File: src/rtl/dqsc_pkg.sv
`timescale 1ns / 1ps
// Shared types and constants for the DNS question-name suffix classifier.
// No dependencies; the top level, walker and matcher refer to it by scoped names.
package dqsc_pkg;

    localparam int HEADER_BYTES = 12;
    localparam int NAME_LIMIT   = 256;
    localparam int TAIL_DEPTH   = 14;
    localparam int TEXT_LEN_W   = 9;
    localparam int TAIL_W       = 8 * TAIL_DEPTH;

    localparam logic [79:0]  SUFFIX_SHORT = {8'h2e, "tidal", 8'h2e, "com"};
    localparam logic [111:0] SUFFIX_LONG  = {8'h2e, "tidalhifi", 8'h2e, "com"};

    typedef enum logic [1:0] {
        VERDICT_FORWARD = 2'd0,
        VERDICT_LOCAL   = 2'd1,
        VERDICT_DROP    = 2'd2
    } t_verdict;

    typedef struct packed {
        logic [TAIL_W-1:0]     tail;
        logic [TEXT_LEN_W-1:0] text_len;
    } t_name;

    typedef struct packed {
        logic short_pkt;
        logic classify;
        logic in_header;
    } t_walk_stat;

endpackage

File: src/rtl/dqsc_in_if.sv
`timescale 1ns / 1ps
// Packet byte channel: valid/ready handshake with one byte and a last mark.
// Standalone; used by the classifier top level.
interface dqsc_in_if;
    logic       valid;
    logic       ready;
    logic [7:0] packet_byte;
    logic       is_final;

    modport source (output valid, output packet_byte, output is_final, input ready);
    modport sink   (input valid, input packet_byte, input is_final, output ready);
endinterface

File: src/rtl/dqsc_out_if.sv
`timescale 1ns / 1ps
// Verdict channel: valid/ready handshake carrying one 2-bit verdict per packet.
// Standalone; used by the classifier top level.
interface dqsc_out_if;
    logic       valid;
    logic       ready;
    logic [1:0] verdict;

    modport source (output valid, output verdict, input ready);
    modport sink   (input valid, input verdict, output ready);
endinterface

File: src/rtl/dns_qname_suffix_classifier.sv
`timescale 1ns / 1ps
// DNS question-name suffix classifier top level: input register, walker and
// matcher, verdict register. Depends on dqsc_pkg, dqsc_in_if, dqsc_out_if.
// The verdict is registered: the last beat passes the input register, then the verdict register.
// Throughput: one beat per cycle, unless a last beat waits on an undelivered verdict.
// Reset (synchronous, active low) empties both registers and returns to header.
module dns_qname_suffix_classifier (
    input  logic             i_clk,
    input  logic             i_rst_n,
    dqsc_in_if.sink          i_pkt,
    dqsc_out_if.source       o_res
);

    logic                  r_vld;
    logic [7:0]            r_byte;
    logic                  r_fin;
    logic                  r_out_valid, n_out_valid;
    dqsc_pkg::t_verdict    r_verdict, n_verdict;
    logic                  adv;
    logic                  in_acc;
    logic                  hit;
    dqsc_pkg::t_name       name;
    dqsc_pkg::t_walk_stat  stat;

    assign adv          = r_vld && (!r_fin || !r_out_valid || o_res.ready);
    assign i_pkt.ready  = !r_vld || adv;
    assign in_acc       = i_pkt.valid && i_pkt.ready;

    always_ff @(posedge i_clk) begin
        if (!i_rst_n) begin
            r_vld <= 1'b0;
        end else if (in_acc) begin
            r_vld <= 1'b1;
        end else if (adv) begin
            r_vld <= 1'b0;
        end
    end

    always_ff @(posedge i_clk) begin
        if (in_acc) begin
            r_byte <= i_pkt.packet_byte;
            r_fin  <= i_pkt.is_final;
        end
    end

    dqsc_walker u_walker (
        .i_clk   (i_clk),
        .i_rst_n (i_rst_n),
        .i_adv   (adv),
        .i_byte  (r_byte),
        .i_fin   (r_fin),
        .o_name  (name),
        .o_stat  (stat)
    );

    dqsc_match u_match (
        .i_name (name),
        .o_hit  (hit)
    );

    always_comb begin
        n_out_valid = r_out_valid;
        n_verdict   = r_verdict;
        if (adv && r_fin) begin
            n_out_valid = 1'b1;
            priority if (stat.short_pkt) begin
                n_verdict = dqsc_pkg::VERDICT_DROP;
            end else if (stat.classify && hit) begin
                n_verdict = dqsc_pkg::VERDICT_LOCAL;
            end else begin
                n_verdict = dqsc_pkg::VERDICT_FORWARD;
            end
        end else if (o_res.ready) begin
            n_out_valid = 1'b0;
        end
    end

    always_ff @(posedge i_clk) begin
        if (!i_rst_n) begin
            r_out_valid <= 1'b0;
        end else begin
            r_out_valid <= n_out_valid;
        end
    end

    always_ff @(posedge i_clk) begin
        r_verdict <= n_verdict;
    end

    assign o_res.valid   = r_out_valid;
    assign o_res.verdict = r_verdict;

    a_no_overwrite: assert property (@(posedge i_clk) disable iff (!i_rst_n)
        (adv && r_fin) |-> (!r_out_valid || o_res.ready))
        else $error("verdict register overwritten before delivery");

    a_back_to_header: assert property (@(posedge i_clk) disable iff (!i_rst_n)
        (adv && r_fin) |=> stat.in_header)
        else $error("walker not back in header after last beat");

    a_legal_code: assert property (@(posedge i_clk) disable iff (!i_rst_n)
        o_res.valid |-> (o_res.verdict != 2'd3))
        else $error("undefined verdict code presented");

endmodule

File: src/rtl/dqsc_walker.sv
`timescale 1ns / 1ps
// Header skip and label walker: tracks parse phase, lengths and the text tail.
// Depends on dqsc_pkg.
module dqsc_walker (
    input  logic                    i_clk,
    input  logic                    i_rst_n,
    input  logic                    i_adv,
    input  logic [7:0]              i_byte,
    input  logic                    i_fin,
    output dqsc_pkg::t_name         o_name,
    output dqsc_pkg::t_walk_stat    o_stat
);

    localparam logic [2:0] PH_HEADER = 3'd0;
    localparam logic [2:0] PH_LENGTH = 3'd1;
    localparam logic [2:0] PH_LABEL  = 3'd2;
    localparam logic [2:0] PH_DONE   = 3'd3;
    localparam logic [2:0] PH_REJECT = 3'd4;

    logic [2:0]                          r_phase, n_phase;
    logic [3:0]                          r_hdr_cnt, n_hdr_cnt;
    logic [5:0]                          r_lab_rem, n_lab_rem;
    logic [dqsc_pkg::TEXT_LEN_W-1:0]     r_text_len, n_text_len;
    logic [dqsc_pkg::TAIL_W-1:0]         r_tail, n_tail;
    logic                                push;
    logic [7:0]                          ch;
    logic [dqsc_pkg::TEXT_LEN_W:0]       len_sum;
    logic                                short_pkt;
    logic                                classify;

    assign len_sum = {1'b0, r_text_len} + {2'b00, i_byte} + 10'd1;

    always_comb begin
        n_phase   = r_phase;
        n_hdr_cnt = r_hdr_cnt;
        n_lab_rem = r_lab_rem;
        push      = 1'b0;
        ch        = 8'h00;
        short_pkt = 1'b0;
        classify  = 1'b0;
        unique case (r_phase)
            PH_HEADER: begin
                if ({1'b0, r_hdr_cnt} + 5'd1 >= 5'(dqsc_pkg::HEADER_BYTES)) begin
                    n_phase  = PH_LENGTH;
                    classify = 1'b1;
                end else begin
                    n_hdr_cnt = r_hdr_cnt + 4'd1;
                    short_pkt = 1'b1;
                end
            end
            PH_LENGTH: begin
                if (i_byte == 8'h00) begin
                    n_phase  = PH_DONE;
                    classify = 1'b1;
                end else if (i_byte[7:6] != 2'b00 ||
                             len_sum >= 10'(dqsc_pkg::NAME_LIMIT) || i_fin) begin
                    n_phase = PH_REJECT;
                end else begin
                    push      = (r_text_len != '0);
                    ch        = 8'h2e;
                    n_lab_rem = i_byte[5:0];
                    n_phase   = PH_LABEL;
                end
            end
            PH_LABEL: begin
                push      = 1'b1;
                ch        = (i_byte >= 8'h41 && i_byte <= 8'h5a) ? i_byte + 8'd32 : i_byte;
                n_lab_rem = r_lab_rem - 6'd1;
                if (n_lab_rem == 6'd0) begin
                    n_phase  = PH_LENGTH;
                    classify = 1'b1;
                end
            end
            PH_DONE: begin
                classify = 1'b1;
            end
            default: begin
                classify = 1'b0;
            end
        endcase
        n_tail     = push ? {r_tail[dqsc_pkg::TAIL_W-9:0], ch} : r_tail;
        n_text_len = push ? r_text_len + 9'd1 : r_text_len;
    end

    always_ff @(posedge i_clk) begin
        if (!i_rst_n) begin
            r_phase    <= PH_HEADER;
            r_hdr_cnt  <= '0;
            r_lab_rem  <= '0;
            r_text_len <= '0;
        end else if (i_adv) begin
            if (i_fin) begin
                r_phase    <= PH_HEADER;
                r_hdr_cnt  <= '0;
                r_lab_rem  <= '0;
                r_text_len <= '0;
            end else begin
                r_phase    <= n_phase;
                r_hdr_cnt  <= n_hdr_cnt;
                r_lab_rem  <= n_lab_rem;
                r_text_len <= n_text_len;
            end
        end
    end

    always_ff @(posedge i_clk) begin
        if (i_adv) begin
            r_tail <= n_tail;
        end
    end

    assign o_name.tail      = n_tail;
    assign o_name.text_len  = n_text_len;
    assign o_stat.short_pkt = short_pkt;
    assign o_stat.classify  = classify;
    assign o_stat.in_header = (r_phase == PH_HEADER);

endmodule

File: src/rtl/dqsc_match.sv
`timescale 1ns / 1ps
// Suffix comparator: checks the text tail and length against both domains.
// Depends on dqsc_pkg.
module dqsc_match (
    input  dqsc_pkg::t_name i_name,
    output logic            o_hit
);

    logic hit_short_eq, hit_short_sfx, hit_long_eq, hit_long_sfx;

    assign hit_short_eq  = (i_name.text_len == 9'd9) &&
                           (i_name.tail[71:0] == dqsc_pkg::SUFFIX_SHORT[71:0]);
    assign hit_short_sfx = (i_name.text_len > 9'd10) &&
                           (i_name.tail[79:0] == dqsc_pkg::SUFFIX_SHORT);
    assign hit_long_eq   = (i_name.text_len == 9'd13) &&
                           (i_name.tail[103:0] == dqsc_pkg::SUFFIX_LONG[103:0]);
    assign hit_long_sfx  = (i_name.text_len > 9'd14) &&
                           (i_name.tail[111:0] == dqsc_pkg::SUFFIX_LONG);

    assign o_hit = hit_short_eq | hit_short_sfx | hit_long_eq | hit_long_sfx;

endmodule
File: src/flat_wrapper.sv
// flat-port wrapper written by rule: the top's interface ports become plain ports
module dns_qname_suffix_classifier_flat 
  (i_clk, i_rst_n, i_pkt_valid, i_pkt_packet_byte, i_pkt_is_final, i_pkt_ready, o_res_valid, o_res_verdict, o_res_ready);
  dqsc_in_if i_pkt_i ();
  dqsc_out_if o_res_i ();
  input  logic i_clk;
  input  logic i_rst_n;
  input wire logic [$bits(i_pkt_i.valid)-1:0] i_pkt_valid;
  input wire logic [$bits(i_pkt_i.packet_byte)-1:0] i_pkt_packet_byte;
  input wire logic [$bits(i_pkt_i.is_final)-1:0] i_pkt_is_final;
  output wire logic [$bits(i_pkt_i.ready)-1:0] i_pkt_ready;
  output wire logic [$bits(o_res_i.valid)-1:0] o_res_valid;
  output wire logic [$bits(o_res_i.verdict)-1:0] o_res_verdict;
  input wire logic [$bits(o_res_i.ready)-1:0] o_res_ready;
  assign i_pkt_i.valid = i_pkt_valid;
  assign i_pkt_i.packet_byte = i_pkt_packet_byte;
  assign i_pkt_i.is_final = i_pkt_is_final;
  assign i_pkt_ready = i_pkt_i.ready;
  assign o_res_valid = o_res_i.valid;
  assign o_res_verdict = o_res_i.verdict;
  assign o_res_i.ready = o_res_ready;
  dns_qname_suffix_classifier u_core (.i_clk(i_clk), .i_rst_n(i_rst_n), .i_pkt(i_pkt_i), .o_res(o_res_i));
endmodule
File: config.mk
export PLATFORM = sky130hd
export DESIGN_NAME = dns_qname_suffix_classifier_flat
export DESIGN_NICKNAME = d
export VERILOG_FILES = /design/src/rtl/dqsc_pkg.sv /design/src/rtl/dqsc_in_if.sv /design/src/rtl/dqsc_out_if.sv /design/src/rtl/dns_qname_suffix_classifier.sv /design/src/rtl/dqsc_walker.sv /design/src/rtl/dqsc_match.sv /design/src/flat_wrapper.sv
export SDC_FILE = /design/constraint.sdc
export NUM_CORES = 1
export LEC_CHECK = 0
export BUFFER_PORTS_ARGS = -buffer_cell sky130_fd_sc_hd__clkbuf_2
export CORE_ASPECT_RATIO = 0.9
export CORE_UTILIZATION = 39
export DETAILED_ROUTE_END_ITERATION = 16
export PLACE_DENSITY = 0.58
export SETUP_SLACK_MARGIN = 0.5
export SYNTH_ARGS = -nofsm -noshare
export SYNTH_HDL_FRONTEND = slang
export SYNTH_SLANG_ARGS = --single-unit
File: constraint.sdc
create_clock -name i_clk -period 13.75 [get_ports i_clk]
set_input_delay 2.0625 -clock i_clk [delete_from_list [all_inputs] [get_ports i_clk]]
set_output_delay 2.0625 -clock i_clk [all_outputs]
set_load 0.05 [all_outputs]
# Yosys cells after proc, flatten, opt, wreduce, memory -nomap -nowiden
# Cells that the tools add are included.
# W data, S select, Z words.
[totals]
input_bits = 13
ff_bits = 147
elab_cells = 104
[classes]
n_eq_ne = 14
n_addsub = 7
bitwise = 3
n_reduce_logical = 30
magnitude_cmp = 6
n_mux = 34
[ops]
columns = ["operator", "n"]
rows = [
  ["$eq A112 B110 Y1 const B", 1],
  ["$mux W112", 1],
  ["$eq A104 B103 Y1 const B", 1],
  ["$eq A80 B78 Y1 const B", 1],
  ["$eq A72 B71 Y1 const B", 1],
  ["$mux W6", 5],
  ["$eq A9 B4 Y1 const B", 2],
  ["$gt A9 B4 Y1 const B", 2],
  ["$mux W9", 2],
  ["$pmux W8 S2", 1],
  ["$mux W3", 5],
  ["$mux W1", 12],
  ["$mux W4", 3],
  ["$ne A3 B2 Y1 const B", 4],
  ["$pmux W6 S2", 1],
  ["$add A10 B1 Y10 const B", 1],
  ["$add A9 B8 Y10", 1],
  ["$ge A10 B9 Y1 const B", 1],
  ["$add A9 B1 Y9 const B", 1],
  ["$logic_and A1 B1 Y1", 9],
  ["$pmux W3 S3", 1],
  ["$reduce_bool A9 Y1", 1],
  ["$add A8 B6 Y8 const B", 1],
  ["$ge A8 B7 Y1 const B", 1],
  ["22 further kinds", 35],
]

# Depth between registers and ports, before layout
[logic_depth]
word_depth = 16
ltp_mapped = 13
ltp_nobuf = 10

# By module
# A second synthesis with hierarchy kept.
[hier_totals]
cells_unflattened = 569
hier_area_um2 = 7455.9
[by_module_without_submodules]
columns = ["mod", "seq_area_each_um2", "cells_per_inst", "n_inst", "area_per_inst_um2"]
rows = [
  ["dqsc_walker", 3803.6, 483, 1, 6541.3],
  ["dqsc_match", 0.0, 61, 1, 459.2],
  ["dns_qname_suffix_classifier", 370.4, 25, 1, 455.4],
]

# Worst setup path after synthesis
# Ideal clock, no wire load.
[synth_path]
path_type = "input to register"
start = "input port o_res_ready"
end = "register u_core.u_walker.r_lab_rem[0]"
path_stages = 8
slack_ns = 7.572
setup_ns = 0.126
t_arrival_ns = 6.052
required_time_ns = 13.624
path_cell_list = "nor2b_1 -> nand2_1 -> nand2_1 -> clkinv_1 -> o31ai_1 -> nor2_1 -> o21ai_0 -> a21oi_1"
[synth_via]
elab_chain_cells = 3
[synth_lines]
columns = ["element", "line_no", "text"]
rows = [
  ["start: declaration", "flat_wrapper.sv:14", "input wire logic [$bits(o_res_i.ready)-1:0] o_res_ready;"],
  ["$logic_or A1 B1 Y1", "dns_qname_suffix_classifier.sv:25", "assign adv = r_vld && (!r_fin || !r_out_valid || o_res.ready);"],
  ["$logic_and A1 B1 Y1", "dns_qname_suffix_classifier.sv:25", ""],
  ["named net u_core.adv", "dns_qname_suffix_classifier.sv:19", "logic adv;"],
  ["$reduce_and A4 Y1 (no source line)", "-", ""],
  ["end signal: assignment", "dqsc_walker.sv:100", "r_lab_rem <= n_lab_rem;"],
  ["end: declaration", "dqsc_walker.sv:22", "logic [5:0] r_lab_rem, n_lab_rem;"],
]
# The timed path passes the listed nets, and every way through them passes these cells.
# A chain may end at the register's enable or synchronous reset.

# Worst setup path after layout
[layout_path]
start = "input port o_res_ready"
end = "output port i_pkt_ready"
[layout_via]
elab_chain_cells = 3
[layout_lines]
columns = ["element", "line_no", "text"]
rows = [
  ["$logic_or A1 B1 Y1", "dns_qname_suffix_classifier.sv:25", ""],
  ["$logic_and A1 B1 Y1", "dns_qname_suffix_classifier.sv:25", ""],
  ["$logic_or A1 B1 Y1", "dns_qname_suffix_classifier.sv:26", "assign i_pkt.ready = !r_vld || adv;"],
  ["end: declaration", "flat_wrapper.sv:11", "output wire logic [$bits(i_pkt_i.ready)-1:0] i_pkt_ready;"],
]
# Every way passes these cells.

==> flow_summary.json <==
{
  "status": "finished, final reports clean",
  "ctsHoldBuffers": 0,
  "post_cts_buffers": 0,
  "setup_viol": 0,
  "critPathKind": "input port to output port",
  "wl_per_cell_um": 16.9,
  "clock-root-buffer": "clkbuf_16",
  "numCtsBuffers": 17,
  "grt_util_all_layers": 0.192,
  "grt_overflow": 0,
  "yosys.cell_types.count": 74,
  "crit_chain": "clkbuf_2 > nor2b_1 > nand3_1 > clkbuf_2",
  "dieArea_um2": 20600,
  "gp_congestion": 0.828,
  "syn_area_um2": 7790,
  "peakVddDrop_uv": 82.4,
  "ys_top_cells_by_count": "336 x nand2_1, 123 x edfxtp_1, 35 x nor2_1",
  "ys_ff_latch": 147,
  "cts_resized": 0,
  "grt_pass1_wl_um": 30200,
  "drc": 0,
  "grt_pass1_vias": 5568,
  "die_w_um": 151,
  "synth_top_area_frac": 0.474,
  "ys_warn_count": 0,
  "htreeDepth": 4,
  "startpoint_type": "input port",
  "cap_violations": 0,
  "yosys-top-cells-area": "edfxtp_1 47%, nand2_1 16%, dfxtp_1 6.2%, ha_1 2.2%, nor2_1 1.7%",
  "die_y_um": 136,
  "clk_latency_ps": 430,
  "crit_required_ps": 11690,
  "hold_path.class": "flip-flop to flip-flop",
  "synth-async-reset-ratio": 0,
  "use_met3": 0.0352,
  "period_minus_slack_ps": 4850,
  "syn-num-nets": 862,
  "rsz0062_at_grt": "no",
  "p_leak_uw": 0.00328,
  "use_met2": 0.271,
  "path_common_cell": "clkbuf_2",
  "initial_core_util": 0.402,
  "dr_total_vias": 5994,
  "cp_max_fo": 4,
  "grt_util_met1": 0.293,
  "cpPeakStageDelay_ps": 260,
  "yosysSeqAreaShare": 0.536,
  "cts.clk_slew.worst_paths_ps": 60,
  "syn2layout_area_growth_pct": 10.4,
  "yosysTopAreaCell": "edfxtp_1",
  "crit_arrival_ps": 2790,
  "fmax_mhz": 206,
  "cts_max_path_buffers": 2,
  "rows": 48,
  "final_nets": 861,
  "hold_viol": 0,
  "relSlewSlack": 0.250,
  "drt-total-wl_um": 18500,
  "power_density_nw_per_um2": 118,
  "ant_nets": 0,
  "final.setup.tns_ps": 0,
  "antenna_found_initial": 0,
  "viasPerCell": 5.46,
  "clock-sinks": 147,
  "hpwl_um": 11900,
  "antennaDiodeCount": 0,
  "place_ws_ps": 8900,
  "grt_max_degree": 72,
  "avgSynthCellArea_um2": 9.33,
  "cts_tree": "yes",
  "setup_slack_ps": 8900,
  "coreArea_um2": 19400,
  "synthesis.instances": 835,
  "critPathCaptureType": "output port",
  "drive_gt1_frac": 0.0874,
  "ios": 17,
  "finalCritPeriodShare": 0.353,
  "slowest_stage": "nor2b_1",
  "drt_iter0_markers": 563,
  "synth_edf_count": 123,
  "port-buffer-count": 16,
  "finalMaxSlewViolations": 0,
  "yosysMostFrequentCell": "nand2_1",
  "fin_worst_skew_ps": 8.44,
  "worstMarginPinSlew_ps": 1120,
  "top_usage_layer": "met1",
  "synth_flop_cell": "edfxtp_1",
  "first_pass_iters": 7
}
==> per-stage QoR <==
stage / area [µm²] / hold WS (ps) / util / std cells / power (µW)
2_1_floorplan: 7790 / 473 / - / 835 / 552
3_3_place_gp: 8040 / 501 / 0.414 / 1065 / 568
3_5_place_dp: 8040 / 512 / 0.414 / 1065 / 569
4_1_cts: 8600 / 522 / 0.444 / 1097 / 1020
5_1_grt: 8600 / 560 / 0.444 / 1097 / 1050
6_report: 8600 / 519 / 0.444 / 1097 / 1010
==> layout by cell type, fill, tap and decap left out, types with 3 or more instances in the layout <==
| cell type | netlist | routed |
|---|---|---|
| o41ai_1 | 3 | 3 |
| nor2b_1 | 14 | 14 |
| clkbuf_2 | 0 | 16 |
| inv_1 | 9 | 9 |
| nor4b_1 | 7 | 7 |
| and3_1 | 5 | 5 |
| edfxtp_1 | 123 | 123 |
| nand4_1 | 11 | 11 |
| a31oi_1 | 5 | 5 |
| clkinv_2 | 0 | 3 |
| nand2_1 | 336 | 336 |
| nand4b_1 | 10 | 10 |
| nor4bb_1 | 5 | 5 |
| or3_1 | 3 | 3 |
| nor4_1 | 12 | 12 |
| dfxtp_1 | 24 | 24 |
| nor3b_1 | 3 | 3 |
| buf_4 | 1 | 7 |
| nor3_1 | 19 | 19 |
| clkbuf_16 | 0 | 17 |
| nor2_1 | 35 | 35 |
| ha_1 | 14 | 14 |
| clkinvlp_4 | 0 | 4 |
| o21ai_0 | 25 | 25 |
| a21oi_1 | 16 | 16 |
| nand3_1 | 18 | 18 |
| nand3b_1 | 4 | 4 |
| mux2_2 | 4 | 4 |
| xnor2_1 | 4 | 4 |
| o2111ai_1 | 3 | 3 |
| a32oi_1 | 3 | 3 |
| a21boi_0 | 9 | 9 |
| o31ai_1 | 4 | 4 |
| mux2i_1 | 4 | 4 |
| nand2b_1 | 6 | 6 |
==> power by group <==
group          internal (µW)  switching, µW  leakage (µW)
logic                   14.3           26.3       0.00166
clock network            265            190      0.000267
registers                501           17.4       0.00135
total                    781            233       0.00328
==> critical path: cells and delay by family <==
family	cells	cell delay, ps
buffers and inverters	2	330
and+or+nand+nor	2	390
==> registers in the layout, summed over array words and instances, names as in the netlist <==
register / flops
u_core.u_walker.r_tail: 112
u_core.u_walker.r_text_len: 9
u_core.r_byte: 8
u_core.u_walker.r_lab_rem: 6
u_core.u_walker.r_hdr_cnt: 4
u_core.u_walker.r_phase: 3
u_core.o_res.verdict: 2
u_core.o_res.valid: 1
u_core.r_fin: 1
u_core.r_vld: 1
==> worst paths after layout <==
| check | depth (start not counted) | slack, ps | start | to |
|---|---|---|---|---|
| setup / recovery | 4 | 8900 | o_res_ready | i_pkt_ready |
| hold reg to reg | 2 | 520 | u_core.u_walker.r_hdr_cnt[2] | u_core.u_walker.r_hdr_cnt[2] |
| hold / removal | 2 | 520 | u_core.u_walker.r_hdr_cnt[2] | u_core.u_walker.r_hdr_cnt[2] |
| setup reg to reg | 10 | 9230 | u_core.u_walker.r_text_len[2] | u_core.o_res.verdict[0] |
==> kinds of logic (layout without fill, tap and decap cells) <==
logic type      count (synthesis)  after routing  share of synthesized area
flops                         147            147                      0.536
simple gates                  504            504                      0.297
xor+xnor                        4              4                    0.00450
fa+ha+maj                      14             14                     0.0225
mux                            10             10                     0.0148
compound gates                103            103                     0.0941
buf+inv                        53             65                     0.0311
==> layout make-up <==
cell class / count / area, µm²
Multi-Input combinational cell: 635 / 3380
Fill cell: 1920 / 10800
Clock inverter: 14 / 139
Sequential cell: 147 / 4170
Clock buffer: 18 / 429
Tap cell: 250 / 313
Timing Repair Buffer: 23 / 133
Inverter: 10 / 40.0
==> layer usage <==
metal,vias to the layer above,share of wire
li1,2965,-
met1,2890,0.52
met2,125,0.43
met3,14,0.041
met4,0,0.011
met5,-,0
Note: power is estimated with default switching activity, not from simulation.
